==> src/hw/rtl/touch_swipe_gesture_classifier_core_macros.svh <==
// assertion macros for the gesture classifier rtl
`ifndef TOUCH_SWIPE_GESTURE_CLASSIFIER_CORE_MACROS_SVH
`define TOUCH_SWIPE_GESTURE_CLASSIFIER_CORE_MACROS_SVH

// same-cycle implication, disabled in reset
`define TSGC_ASSERT_NOW(label, clk, rst, ante, cons, msg) \
   label: assert property (@(posedge clk) disable iff (rst) (ante) |-> (cons)) \
      else $error(msg);

// next-cycle implication, disabled in reset
`define TSGC_ASSERT_NEXT(label, clk, rst, ante, cons, msg) \
   label: assert property (@(posedge clk) disable iff (rst) (ante) |=> (cons)) \
      else $error(msg);

`endif

==> src/hw/rtl/tsgc_pkg.sv <==
// shared constants and types of the touch gesture classifier
package tsgc_pkg;

   // field and register widths
   localparam int COORD_BITS_DEF = 12;
   localparam int CFG_W          = 12;
   localparam int COUNT_W        = 7;
   localparam int IMG_W          = 6;
   localparam int DIR_W          = 3;
   localparam int KIND_W         = 2;
   localparam int CSR_IDX_W      = 3;
   localparam int RSP_DATA_W     = 16;
   localparam int RSP_USED_W     = DIR_W + IMG_W + 2;

   typedef logic [KIND_W-1:0]    req_kind_type;
   typedef logic [DIR_W-1:0]     dir_type;
   typedef logic [CSR_IDX_W-1:0] csr_idx_type;

   // event kinds
   localparam req_kind_type KIND_IGNORE  = 2'd0;
   localparam req_kind_type KIND_X       = 2'd1;
   localparam req_kind_type KIND_Y       = 2'd2;
   localparam req_kind_type KIND_RELEASE = 2'd3;

   // swipe directions
   localparam dir_type DIR_NONE  = 3'd0;
   localparam dir_type DIR_RIGHT = 3'd1;
   localparam dir_type DIR_LEFT  = 3'd2;
   localparam dir_type DIR_DOWN  = 3'd3;
   localparam dir_type DIR_UP    = 3'd4;

   // register indexes
   localparam csr_idx_type CSR_SWIPE_MIN_X  = 3'd0;
   localparam csr_idx_type CSR_SWIPE_MIN_Y  = 3'd1;
   localparam csr_idx_type CSR_BUTTON_MAX_X = 3'd2;
   localparam csr_idx_type CSR_BUTTON_MIN_Y = 3'd3;
   localparam csr_idx_type CSR_BUTTON_MAX_Y = 3'd4;
   localparam csr_idx_type CSR_IMAGE_COUNT  = 3'd5;

   // register reset values
   localparam logic [CFG_W-1:0]   SWIPE_MIN_X_RST  = 12'd400;
   localparam logic [CFG_W-1:0]   SWIPE_MIN_Y_RST  = 12'd120;
   localparam logic [CFG_W-1:0]   BUTTON_MAX_X_RST = 12'd100;
   localparam logic [CFG_W-1:0]   BUTTON_MIN_Y_RST = 12'd400;
   localparam logic [CFG_W-1:0]   BUTTON_MAX_Y_RST = 12'd480;
   localparam logic [COUNT_W-1:0] IMAGE_COUNT_RST  = 7'd6;
   localparam logic [COUNT_W-1:0] IMAGE_COUNT_MAX  = 7'd64;

endpackage

==> src/hw/rtl/touch_swipe_gesture_classifier_core.sv <==
// touch swipe gesture classifier: top level with event register and result register
//
// Input channel req_*: one touch event per word. tuser carries the event kind
// (ignored, x sample, y sample, release), tdata carries the coordinate. Result
// channel rsp_*: one word per release with direction, image index, lamp flag and
// a lamp-toggled marker. Other events give no word. Configuration csr_*: write-only
// registers, which the user must write while the block is idle; it is not enforced.
// An accepted event is held in the event register and processed from there; a
// release writes its result into the result register, which drives rsp_*.
// Throughput: one event per cycle while no release is blocked, set by the single
// processing stage that updates the start/end point, image index and lamp state.
// When the receiver stalls, the result word holds in the output register;
// non-release events keep flowing, and a second release waits in the event
// register, after which req_tready drops until the result is taken.
// Reset (synchronous, active high) restores the register defaults, clears
// the start point flags, end point, image index and lamp, and empties both
// the event and result registers.
`include "touch_swipe_gesture_classifier_core_macros.svh"

module touch_swipe_gesture_classifier_core
   import tsgc_pkg::*;
#(
   parameter int COORD_BITS = COORD_BITS_DEF
) (
   input  logic                                 clock,
   input  logic                                 reset,
   // event channel
   input  logic                                 req_tvalid,
   output logic                                 req_tready,
   input  logic [((COORD_BITS + 7) / 8) * 8-1:0] req_tdata,  // [COORD_BITS-1:0] coord
   input  logic [KIND_W-1:0]                    req_tuser,  // [1:0] req_type
   // result channel
   output logic                                 rsp_tvalid,
   input  logic                                 rsp_tready,
   // [2:0] direction, [8:3] image_index, [9] lamp_on, [10] lamp_toggled
   output logic [RSP_DATA_W-1:0]                rsp_tdata,
   // configuration
   input  logic                                 csr_we,
   input  logic [CSR_IDX_W-1:0]                 csr_index,
   input  logic [CFG_W-1:0]                     csr_wdata
);

   localparam int CMP_W = (COORD_BITS > CFG_W) ? COORD_BITS : CFG_W;

   // configuration registers
   logic [CFG_W-1:0]   swipe_min_x_ff, swipe_min_y_ff;
   logic [CFG_W-1:0]   button_max_x_ff, button_min_y_ff, button_max_y_ff;
   logic [COUNT_W-1:0] image_count_ff;

   // event register
   logic                  evt_valid_ff, evt_valid_in;
   req_kind_type          evt_kind_ff;
   logic [COORD_BITS-1:0] evt_coord_ff;

   // gesture state
   logic [COORD_BITS-1:0] start_x_ff, start_x_in, start_y_ff, start_y_in;
   logic [COORD_BITS-1:0] end_x_ff, end_x_in, end_y_ff, end_y_in;
   logic                  x_seen_ff, x_seen_in, y_seen_ff, y_seen_in;
   logic [IMG_W-1:0]      image_ff, image_in;
   logic                  lamp_ff, lamp_in;

   // result register
   logic                  out_valid_ff, out_valid_in;
   dir_type               out_dir_ff;
   logic [IMG_W-1:0]      out_image_ff;
   logic                  out_lamp_ff, out_toggled_ff;

   // processing stage signals
   logic                  evt_advance, is_release, load_out;
   logic [COUNT_W-1:0]    eff_count, last_index, image_inc;
   logic [COORD_BITS-1:0] abs_dx, abs_dy;
   logic                  in_swipe, in_button, do_toggle;
   dir_type               dir_in;

   // the event register moves on unless it holds a release blocked by a full output
   assign is_release  = evt_kind_ff == KIND_RELEASE;
   assign evt_advance = evt_valid_ff && (!is_release || !out_valid_ff || rsp_tready);
   assign load_out    = evt_advance && is_release;
   assign req_tready  = !evt_valid_ff || evt_advance;

   assign evt_valid_in = (req_tvalid && req_tready) || (evt_valid_ff && !evt_advance);
   assign out_valid_in = load_out || (out_valid_ff && !rsp_tready);

   // image count clamped to 1..64
   always_comb begin
      if (image_count_ff == '0) begin
         eff_count = COUNT_W'(1);
      end else if (image_count_ff > IMAGE_COUNT_MAX) begin
         eff_count = IMAGE_COUNT_MAX;
      end else begin
         eff_count = image_count_ff;
      end
   end
   assign last_index = eff_count - COUNT_W'(1);
   assign image_inc  = COUNT_W'(image_ff) + COUNT_W'(1);

   // swipe magnitudes and zone checks
   assign abs_dx = (end_x_ff > start_x_ff) ? end_x_ff - start_x_ff : start_x_ff - end_x_ff;
   assign abs_dy = (end_y_ff > start_y_ff) ? end_y_ff - start_y_ff : start_y_ff - end_y_ff;
   assign in_swipe = (CMP_W'(start_x_ff) >= CMP_W'(swipe_min_x_ff)) &&
                     (CMP_W'(start_y_ff) >= CMP_W'(swipe_min_y_ff));
   assign in_button = (CMP_W'(end_x_ff) <= CMP_W'(button_max_x_ff)) &&
                      (CMP_W'(start_y_ff) >= CMP_W'(button_min_y_ff)) &&
                      (CMP_W'(end_y_ff) <= CMP_W'(button_max_y_ff));
   assign do_toggle = x_seen_ff && y_seen_ff && in_button;

   // direction of the swipe
   always_comb begin
      dir_in = DIR_NONE;
      if (x_seen_ff && y_seen_ff && in_swipe) begin
         if (abs_dx > abs_dy) begin
            dir_in = (end_x_ff > start_x_ff) ? DIR_RIGHT : DIR_LEFT;
         end else if (abs_dx < abs_dy) begin
            dir_in = (end_y_ff > start_y_ff) ? DIR_DOWN : DIR_UP;
         end
      end
   end

   // next gesture state
   always_comb begin
      start_x_in = start_x_ff;
      start_y_in = start_y_ff;
      end_x_in   = end_x_ff;
      end_y_in   = end_y_ff;
      x_seen_in  = x_seen_ff;
      y_seen_in  = y_seen_ff;
      image_in   = image_ff;
      lamp_in    = lamp_ff;
      if (evt_advance) begin
         case (evt_kind_ff)
            KIND_X: begin
               if (!x_seen_ff) begin
                  start_x_in = evt_coord_ff;
                  x_seen_in  = 1'b1;
               end
               end_x_in = evt_coord_ff;
            end
            KIND_Y: begin
               if (!y_seen_ff) begin
                  start_y_in = evt_coord_ff;
                  y_seen_in  = 1'b1;
               end
               end_y_in = evt_coord_ff;
            end
            KIND_RELEASE: begin
               x_seen_in = 1'b0;
               y_seen_in = 1'b0;
               if (dir_in == DIR_RIGHT || dir_in == DIR_DOWN) begin
                  image_in = (image_ff == '0) ? last_index[IMG_W-1:0] : image_ff - IMG_W'(1);
               end else if (dir_in == DIR_LEFT || dir_in == DIR_UP) begin
                  image_in = (image_inc > last_index) ? '0 : image_inc[IMG_W-1:0];
               end
               if (do_toggle) begin
                  lamp_in = !lamp_ff;
               end
            end
            default: begin
            end
         endcase
      end
   end

   // control and state registers
   always_ff @(posedge clock) begin
      if (reset) begin
         swipe_min_x_ff  <= SWIPE_MIN_X_RST;
         swipe_min_y_ff  <= SWIPE_MIN_Y_RST;
         button_max_x_ff <= BUTTON_MAX_X_RST;
         button_min_y_ff <= BUTTON_MIN_Y_RST;
         button_max_y_ff <= BUTTON_MAX_Y_RST;
         image_count_ff  <= IMAGE_COUNT_RST;
         evt_valid_ff    <= 1'b0;
         out_valid_ff    <= 1'b0;
         start_x_ff      <= '0;
         start_y_ff      <= '0;
         end_x_ff        <= '0;
         end_y_ff        <= '0;
         x_seen_ff       <= 1'b0;
         y_seen_ff       <= 1'b0;
         image_ff        <= '0;
         lamp_ff         <= 1'b0;
      end else begin
         if (csr_we) begin
            case (csr_index)
               CSR_SWIPE_MIN_X:  swipe_min_x_ff  <= csr_wdata;
               CSR_SWIPE_MIN_Y:  swipe_min_y_ff  <= csr_wdata;
               CSR_BUTTON_MAX_X: button_max_x_ff <= csr_wdata;
               CSR_BUTTON_MIN_Y: button_min_y_ff <= csr_wdata;
               CSR_BUTTON_MAX_Y: button_max_y_ff <= csr_wdata;
               CSR_IMAGE_COUNT:  image_count_ff  <= csr_wdata[COUNT_W-1:0];
               default: begin
               end
            endcase
         end
         evt_valid_ff <= evt_valid_in;
         out_valid_ff <= out_valid_in;
         start_x_ff   <= start_x_in;
         start_y_ff   <= start_y_in;
         end_x_ff     <= end_x_in;
         end_y_ff     <= end_y_in;
         x_seen_ff    <= x_seen_in;
         y_seen_ff    <= y_seen_in;
         image_ff     <= image_in;
         lamp_ff      <= lamp_in;
      end
   end

   // payload registers
   always_ff @(posedge clock) begin
      if (req_tvalid && req_tready) begin
         evt_kind_ff  <= req_tuser;
         evt_coord_ff <= req_tdata[COORD_BITS-1:0];
      end
      if (load_out) begin
         out_dir_ff     <= dir_in;
         out_image_ff   <= image_in;
         out_lamp_ff    <= lamp_in;
         out_toggled_ff <= do_toggle;
      end
   end

   // result word
   assign rsp_tvalid = out_valid_ff;
   assign rsp_tdata  = {(RSP_DATA_W - RSP_USED_W)'(0), out_toggled_ff, out_lamp_ff,
                        out_image_ff, out_dir_ff};

   // checks
   `TSGC_ASSERT_NEXT(a_seen_clear, clock, reset, load_out, !x_seen_ff && !y_seen_ff,
      "start point flags not cleared after release")
   `TSGC_ASSERT_NEXT(a_toggle_flips, clock, reset, load_out && do_toggle,
      lamp_ff != $past(lamp_ff) && out_toggled_ff, "lamp toggle not reflected")
   `TSGC_ASSERT_NEXT(a_no_swipe_hold, clock, reset, load_out && dir_in == DIR_NONE,
      image_ff == $past(image_ff) && out_dir_ff == DIR_NONE, "image moved without swipe")
   `TSGC_ASSERT_NOW(a_ready_when_blocked, clock, reset,
      evt_valid_ff && is_release && out_valid_ff && !rsp_tready, !req_tready,
      "event accepted while release is blocked")

endmodule

==> config.mk <==
export PLATFORM = sky130hd
export DESIGN_NAME = touch_swipe_gesture_classifier_core
export DESIGN_NICKNAME = d
export VERILOG_FILES = /design/src/hw/rtl/tsgc_pkg.sv /design/src/hw/rtl/touch_swipe_gesture_classifier_core.sv
export VERILOG_INCLUDE_DIRS = /design/src /design/src/hw/rtl
export SDC_FILE = /design/constraint.sdc
export NUM_CORES = 1
export LEC_CHECK = 0
export ABC_AREA = 1
export BUFFER_PORTS_ARGS = -buffer_cell sky130_fd_sc_hd__buf_2
export CAP_MARGIN = 20
export CORE_MARGIN = 1
export CORE_UTILIZATION = 58
export CTS_BUF_LIST = sky130_fd_sc_hd__clkbuf_8
export DETAILED_ROUTE_END_ITERATION = 10
export PLACE_DENSITY = 0.73
export SLEW_MARGIN = 10
export SYNTH_ARGS = -nofsm -noshare
export SYNTH_HDL_FRONTEND = slang
export SYNTH_SLANG_ARGS = --single-unit
==> constraint.sdc <==
create_clock -name clock -period 5.9 [get_ports clock]
set_input_delay 0.885 -clock clock [delete_from_list [all_inputs] [get_ports clock]]
set_output_delay 0.885 -clock clock [all_outputs]
set_load 0.05 [all_outputs]
==> flow_metrics.py <==
metrics = {
    "cts": {
        "clk_pin_slew_ps": 90,
        "cts_tree": "yes",
        "post-cts-setup-buffer-count": 0,
        "ctsResizeCount": 0,
        "insertion_delay_ps": 460,
        "clkSinkCount": 151,
        "cts_root_buf": "clkbuf_8",
        "clock_path_buffers": 2,
        "cts_made_buffers": 17,
        "htreeDepth": 4,
        "cts_hold_buf": 0,
    },
    "finish": {
        "antenna_cells": 0,
        "area_delta_synth_final_pct": 7.28,
        "layout.nets": 1513,
        "drive_gt1_frac": 0.0760,
    },
    "power_and_ir_drop": {
        "internal-power_uw": 1730,
        "p_sw_frac": 0.350,
        "power.switching_uw": 932,
        "seq_power_share": 0.419,
        "p_per_area_nw_per_um2": 254,
        "leakage_uw": 0.00516,
        "ir_drop_uv": 184,
        "pwr-share-comb": 0.293,
        "clkPwrFrac": 0.288,
    },
    "grt": {
        "antenna_found_initial": 0,
        "grt_overflow": 0,
        "grt_pass1_wl_mm": 39.2,
        "grt.total_usage": 0.291,
        "grt_max_degree": 65,
        "grt_pass1_vias": 7615,
    },
    "drt": {
        "vias_per_cell": 5.38,
        "via_count": 8466,
        "drt_iter0_markers": 644,
        "drc": 2,
        "ant_nets": 0,
        "routed_wl_mm": 24.3,
        "post_drt_wl_per_cell_microns": 15.4,
        "dr.pass1.iters": 9,
    },
    "timing": {
        "fin_crit_sh": 0.799,
        "fin_skew_ps": 17.5,
        "worst_slew_pin_slew_ps": 900,
        "tns_ps": 0,
        "fmax_mhz": 212,
        "slew_violations": 0,
        "setup_viol": 0,
        "timing.hold.ws_ps": 462,
        "setup_ws_ps": 1190,
        "rsz0062_at_grt": "no",
        "finalHoldViolations": 0,
        "relSlewSlack": 0.399,
        "period_needed_ps": 4710,
    },
    "placement": {
        "portBuffers": 46,
        "gp_congestion": 0.918,
        "place_hpwl_mm": 18.7,
        "place_ws_ps": 1200,
    },
    "synthesis": {
        "async_flop_share": 0,
        "ys_warn_count": 0,
        "avgSynthCellArea_sq_um": 7.45,
        "yosys_register_bits": 151,
        "synth_cells": 1312,
        "synth_flop_cell": "dfxtp_1",
        "ys_seq_area_frac": 0.335,
        "synthDistinctLibCells": 51,
        "syn-cell-area_sq_um": 9770,
        "synth_edf_count": 25,
    },
    "worst_hold_path": {
        "holdCritPathClass": "reg2reg",
        "hold_depth": 2,
    },
    "setup_path": {
        "cp.arrival_ps": 4920,
        "cp_num_buf_inv": 6,
        "crit_end": "out_image_ff[4]",
        "r2r_end": "out_image_ff[4]",
        "crit_cells": 28,
        "end_kind": "flip-flop",
        "crit_path_start": "start_x_ff[9]",
        "rrSetupSlack_ps": 1190,
        "critPathLaunchType": "flip-flop",
        "critPathMaxFanout": 20,
        "slowest_stage": "dfxtp_1",
        "crit_type": "reg2reg",
        "r2r_start": "start_x_ff[9]",
        "crit_path_max_incr_delay_ps": 440,
        "path_common_cell": "nand2_1",
        "cp.required_ps": 6100,
        "reg2reg_depth": 28,
        "critPathTopFamily": "simple AND/OR/NAND/NOR gates",
    },
    "floorplanning": {
        "initial_core_util": 0.591,
        "chipWidth_microns": 132,
        "rows": 47,
        "dieArea_sq_um": 17400,
        "core_area_sq_um": 16500,
        "die_y_microns": 132,
        "ios": 56,
    },
    "run_status": {
        "status": "finished, violations left",
        "violations": "DRC",
    },
    "run": {
        "cap_viol_max_count": 0,
    },
}
-- power by group through the flow --
| stage | registers, uW | logic (uW) | clock network [uW] |
|---|---|---|---|
| 3_3_place_gp | 1140 | 760 | 0 |
| 4_1_cts | 1120 | 782 | 779 |
| 2_1_floorplan | 1130 | 611 | 0 |
| 3_5_place_dp | 1140 | 776 | 0 |
| 5_1_grt | 1120 | 895 | 821 |
| 6_report | 1120 | 781 | 767 |
-- sequential cells by signal, indices dropped and copies added (netlist names), 2 cells and up --
| register | flops |
|---|---|
| out_image_ff | 6 |
| image_ff | 6 |
| out_dir_ff | 3 |
| swipe_min_x_ff | 12 |
| end_x_ff | 12 |
| image_count_ff | 7 |
| evt_kind_ff | 2 |
| start_x_ff | 12 |
| button_max_x_ff | 12 |
| button_min_y_ff | 12 |
| start_y_ff | 12 |
| end_y_ff | 12 |
| swipe_min_y_ff | 12 |
| evt_coord_ff | 12 |
| button_max_y_ff | 12 |
-- worst min-delay path, stage by stage, from the launching register on --
cell and delay [ps]:
dfxtp_1 310, inv_1 60, a21oi_1 50
-- worst min path at each step --
stage,endpoint,from,slack (ps)
2_1_floorplan,button_max_x_ff[10],button_max_x_ff[10],440
3_3_place_gp,swipe_min_x_ff[9],swipe_min_x_ff[9],450
3_5_place_dp,swipe_min_x_ff[9],swipe_min_x_ff[9],450
4_1_cts,swipe_min_y_ff[9],swipe_min_y_ff[9],470
5_1_grt,button_max_x_ff[7],button_max_x_ff[7],480
6_report,swipe_min_x_ff[9],swipe_min_x_ff[9],460
-- layout by cell type (no fill, tap or decap), types with 17 or more instances in the layout --
cell type,n
nand2_1,226
inv_1,219
a21oi_1,159
o21ai_0,129
ha_1,129
dfxtp_1,126
nor2_1,84
nand3_1,50
buf_2,46
edfxtp_1,25
xor2_1,22
o211ai_1,17
clkbuf_8,17
-- cells in the mapped netlist, drive strengths merged (4+ instances only) --
master / instances / share of area
buf: 11 / 0.0081
o21ai: 136 / 0.071
nand4: 12 / 0.0083
or2: 4 / 0.0026
o21bai: 4 / 0.0031
nand3: 54 / 0.030
clkbuf: 29 / 0.011
nor3: 5 / 0.0026
fa: 4 / 0.0082
ha: 129 / 0.17
inv: 218 / 0.084
xor2: 22 / 0.020
dfxtp: 126 / 0.26
a21o: 5 / 0.0038
nand2: 236 / 0.094
a21oi: 159 / 0.081
xnor2: 8 / 0.0072
o211ai: 18 / 0.014
edfxtp: 25 / 0.077
nor2: 87 / 0.035
-- per-layer routing --
layer  track usage  routed length, microns  vias up  part of all wire
met2         0.436                   10100      260              0.42
li1              -                       -     4368                 -
met3        0.0496                    1570       35             0.064
met1         0.424                   12100     3803              0.50
met5             0                       0        -                 0
met4        0.0956                     541        0             0.022
-- kinds of logic after synthesis --
family                   after synthesis  synth area share
AND/OR/NAND/NOR                      399             0.172
AO/OA/AOI/OAI                        335             0.185
buffers and inverters                260             0.104
flip-flops                           151             0.335
adder cells (fa/ha/maj)              133             0.173
XOR/XNOR                              30            0.0269
multiplexers                           3           0.00320
other                                  1          0.000384
-- metrics by stage --
stage / instances / area [sq um] / util / total power [uW]
after floorplan: 1316 / 9780 / - / 1740
after global placement: 1543 / 10100 / 0.612 / 1900
after detailed placement: 1543 / 10100 / 0.612 / 1920
after CTS: 1575 / 10500 / 0.634 / 2680
after global routing: 1575 / 10500 / 0.634 / 2840
final: 1575 / 10500 / 0.634 / 2660
-- area by class of cell --
class	instances	area [sq um]
fill	1536	6050
multi-input combinational	905	5490
sequential	151	3270
inverter	220	827
tap	220	275
timing repair buffer	47	238
clock buffer	17	234
clock inverter	15	138
Power figures use the tool's default switching activity.
